## src/sv/fap_pkg.sv

```systemverilog
// ----------------------------------------------------------------------------
// fap_pkg
// Shared widths, constants, register codes and types of the fader pickup filter.
// ----------------------------------------------------------------------------
package fap_pkg;

	// Field widths of the sample and update items.
	localparam int FADER_IDX_W = 3;
	localparam int RAW_W       = 12;
	localparam int POS_W       = 7;
	localparam int CN_W        = 8;

	// Converter full scale and fader position full scale.
	localparam int ADC_FULL = 4095;
	localparam int POS_MAX  = 127;

	// Configuration port.
	localparam int APB_ADDR_W = 4;
	localparam int APB_DATA_W = 32;
	localparam int REG_IDX_W  = 2;

	localparam logic [REG_IDX_W-1:0] REG_SYNC_THR  = 2'd0;
	localparam logic [REG_IDX_W-1:0] REG_NOISE_THR = 2'd1;
	localparam logic [REG_IDX_W-1:0] REG_CTRL_BASE = 2'd2;

	localparam logic [POS_W-1:0] SYNC_THR_RST  = 7'd10;
	localparam logic [POS_W-1:0] NOISE_THR_RST = 7'd1;
	localparam logic [POS_W-1:0] CTRL_BASE_RST = 7'd80;

	typedef struct packed {
		logic [POS_W-1:0] sync_thr;
		logic [POS_W-1:0] noise_thr;
		logic [POS_W-1:0] ctrl_base;
	} cfg_t;

	// Per-item control information carried down the pipeline.
	typedef struct packed {
		logic [FADER_IDX_W-1:0] fader;
		logic                   loading;
		logic [POS_W-1:0]       preset;
	} item_t;

endpackage

```

## src/sv/fap_cfg.sv

```systemverilog
// ----------------------------------------------------------------------------
// fap_cfg
// APB register bank: sync threshold, noise threshold and controller base.
// ----------------------------------------------------------------------------
module fap_cfg import fap_pkg::*; (
	input  logic                  clk,
	input  logic                  arst_n,
	input  logic                  psel,
	input  logic                  penable,
	input  logic                  pwrite,
	input  logic [APB_ADDR_W-1:0] paddr,
	input  logic [APB_DATA_W-1:0] pwdata,
	output logic [APB_DATA_W-1:0] prdata,
	output logic                  pready,
	output cfg_t                  cfg
);

	logic [POS_W-1:0]     sync_thr_q;
	logic [POS_W-1:0]     noise_thr_q;
	logic [POS_W-1:0]     ctrl_base_q;
	logic [REG_IDX_W-1:0] reg_idx;
	logic                 wr_en;

	assign pready  = 1'b1;
	assign reg_idx = paddr[APB_ADDR_W-1:2];
	assign wr_en   = psel && penable && pwrite && pready;

	always_ff @(posedge clk or negedge arst_n) begin
		if (!arst_n) begin
			sync_thr_q  <= SYNC_THR_RST;
			noise_thr_q <= NOISE_THR_RST;
			ctrl_base_q <= CTRL_BASE_RST;
		end else if (wr_en) begin
			unique case (reg_idx)
				REG_SYNC_THR:  sync_thr_q  <= pwdata[POS_W-1:0];
				REG_NOISE_THR: noise_thr_q <= pwdata[POS_W-1:0];
				REG_CTRL_BASE: ctrl_base_q <= pwdata[POS_W-1:0];
				default: ;
			endcase
		end
	end

	always_comb begin
		unique case (reg_idx)
			REG_SYNC_THR:  prdata = APB_DATA_W'(sync_thr_q);
			REG_NOISE_THR: prdata = APB_DATA_W'(noise_thr_q);
			REG_CTRL_BASE: prdata = APB_DATA_W'(ctrl_base_q);
			default:       prdata = '0;
		endcase
	end

	assign cfg.sync_thr  = sync_thr_q;
	assign cfg.noise_thr = noise_thr_q;
	assign cfg.ctrl_base = ctrl_base_q;

endmodule

```

## config.mk

```make
export PLATFORM = sky130hd
export DESIGN_NAME = fap_cfg
export DESIGN_NICKNAME = d
export VERILOG_FILES = /design/src/sv/fap_pkg.sv /design/src/sv/fap_cfg.sv
export SDC_FILE = /design/constraint.sdc
export NUM_CORES = 1
export LEC_CHECK = 0
export BUFFER_PORTS_ARGS = -buffer_cell sky130_fd_sc_hd__buf_4
export CORE_UTILIZATION = 42
export DETAILED_ROUTE_END_ITERATION = 10
export HOLD_SLACK_MARGIN = 0.05
export PLACE_DENSITY = 0.95
export SYNTH_ARGS = -nofsm -noshare
export SYNTH_HDL_FRONTEND = slang
export SYNTH_SLANG_ARGS = --single-unit
```

## constraint.sdc

```tcl
create_clock -name clk -period 1.25 [get_ports clk]
set_input_delay 0.125 -clock clk [delete_from_list [all_inputs] [get_ports clk]]
set_output_delay 0.125 -clock clk [all_outputs]
set_load 0.005 [all_outputs]
```

==> flow_summary.json <==
{
  "cp-end-kind": "output pin",
  "antenna_found_initial": 0,
  "swShare_pct": 28.9,
  "synthCells": 99,
  "htreeDepth": 1,
  "die_width_um": 55.6,
  "powerDensity_nw_per_um2": 1310,
  "clk_latency_ns": 0.31,
  "final_cell_mix": "buf_4, conb_1, dfrtp_1, mux2_2",
  "grt_max_degree": 22,
  "grt_pass1_vias": 939,
  "vias": 903,
  "min_period_over_period_pct": 106,
  "via_per_inst": 4.65,
  "ys.flop_type": "dfrtp_1",
  "maxCapViolations": 0,
  "root_buffer": "clkbuf_4",
  "drc": 0,
  "synth_edf_count": 0,
  "post-place-ws_ns": -0.0357,
  "seq_area_frac_synth_pct": 44.1,
  "clkSinkCount": 21,
  "ir_worst_vdd_uv": 1100,
  "async_flop_share_pct": 100,
  "diodes": 0,
  "ios": 95,
  "final_nets": 205,
  "syn-mean-instance-area_um2": 12.2,
  "yosys_register_bits": 21,
  "max_freq_ghz": 0.754,
  "finalSetupViolCount": 4,
  "routabilityCongestion": 0.701,
  "failed_checks": "negative setup slack",
  "drt_iter0_drc": 2,
  "p_total_w": 0.00215,
  "internal_power_w": 0.00153,
  "pwr-share-clk_pct": 15.6,
  "setup_slack_ns": -0.0761,
  "final_common_cell": "buf_4",
  "comb_power_share_pct": 38.3,
  "chipHeight_um": 55.6,
  "cp_data_required_time_ns": 1.12,
  "crit_arrival_ns": 1.20,
  "cts.path.max_buffers": 2,
  "dpl_cell_area_um2": 1490,
  "cts_buffers": 3,
  "min_period_ns": 1.33,
  "skew_ns": 0,
  "detail_route.wl_per_cell_um": 13.9,
  "net-switching-power_w": 0.000623,
  "coreArea_um2": 2730,
  "maxSlewViolCount": 0,
  "min_path_type": "in -> reg",
  "start_util_pct": 44.1,
  "hpwlAfterDp_mm": 1.85,
  "tns_ns": -0.205,
  "drive_above_1_share_pct": 56.4,
  "pwr-share-seq_pct": 46.0,
  "totalWireLength_mm": 2.70,
  "path_clk_slew_ns": 0.12,
  "drtPass1Iterations": 2,
  "grt_use_total_pct": 17.7,
  "syn2layout_area_growth_pct": 36.4,
  "status": "finished, violations left",
  "startpoint_type": "flop",
  "port_buffers": 41,
  "syn-cell-area_um2": 1210,
  "fin_area_um2": 1650,
  "cts_tree": "done",
  "ant_nets": 0,
  "yosysUniqueCellTypes": 15,
  "rows": 19,
  "critPathMaxFanout": 2,
  "leakagePower_nw": 0.859,
  "worst-setup-path-type": "reg -> out",
  "dieArea_um2": 3090,
  "final_hold_viol_count": 0,
  "grt_pass1_wl_mm": 4.24,
  "rsz0062_at_grt": "yes",
  "yosysWarnings": 0,
  "overflow": 0
}
==> routing by layer <==
layer  track usage [%]  routed length, um  vias to the layer above
met2              34.4               1440                       51
met1              18.5               1030                      433
met5                 0                  0                        -
li1                  -                  -                      411
met4              8.21                 80                        0
met3              2.33                158                        8
==> final cells by class <==
class                   count  area (um^2)
repair buffers             65          505
clock buffers               3         22.5
flip-flops and latches     21          532
multi-input cells          73          542
clock inverters             1         5.00
well taps                  31         38.8
fillers                   211         1090
==> flip-flops by register name, indices dropped and copies added, names as in the netlist <==
register and count:
noise_thr_q 7, sync_thr_q 7, ctrl_base_q 7
==> worst max-delay path: stages (launching register included) <==
cell and delay, ns:
dfstp_2 0.55, mux2i_1 0.06, o21ai_1 0.15, buf_4 0.13
==> synthesized netlist by cell type, types with 2 or more instances <==
cell type | number | area (um^2)
dfstp_2 | 5 | 131
conb_1 | 2 | 7.51
mux2_4 | 7 | 105
o21ai_0 | 7 | 35.0
dfrtp_1 | 16 | 400
buf_4 | 27 | 203
buf_6 | 2 | 22.5
mux2i_1 | 7 | 70.1
nand2_1 | 7 | 26.3
mux2_2 | 14 | 158
==> worst paths after layout <==
path	start	to	slack (ns)	cells after the start
max	sync_thr_q[1]	prdata[1]	-0.08	3
min	pwdata[4]	noise_thr_q[4]	0.06	2
max reg2reg	noise_thr_q[5]	noise_thr_q[5]	0.36	2
min reg2reg	ctrl_base_q[0]	ctrl_base_q[0]	0.56	1
max in group asynchronous	arst_n	noise_thr_q[0]	0.76	2
min in group asynchronous	arst_n	sync_thr_q[2]	0.22	2
==> kinds of logic after synthesis <==
kind of cell | Yosys count | synth area share, %
flip-flops | 21 | 44.1
AND/OR/NAND/NOR | 12 | 6.12
other | 2 | 0.623
buffers and inverters | 29 | 18.7
multiplexers | 28 | 27.6
AO/OA/AOI/OAI | 7 | 2.90
==> per-stage QoR <==
stage | cells | hold WS, ns | utilization, %
after floorplan | 123 | -0.171 | -
after global placement | 175 | 0.0128 | 54.3
after detailed placement | 175 | 0.0217 | 54.3
after CTS | 191 | 0.0564 | 59.3
after global routing | 194 | 0.0599 | 60.2
final | 194 | 0.0626 | 60.2
==> repair_timing <==
action,4_1_cts,5_1_grt
endpoints found under the setup margin,5,7
setup buffers,5,3
endpoints found under the hold margin,30,0
hold buffers,7,0
pin swaps,1,1
cloned,0,0
gates resized for setup,3,5
==> power by group through the flow <==
stage	registers [W]	clock network, W	logic [W]
3_5_place_dp	0.00101	0	0.000693
5_1_grt	0.00101	0.000358	0.000892
2_1_floorplan	0.000998	0	0.000337
4_1_cts	0.000986	0.000348	0.000782
6_report	0.000990	0.000336	0.000825
3_3_place_gp	0.000992	0	0.000676
Note: power is estimated with default switching activity, not from simulation.
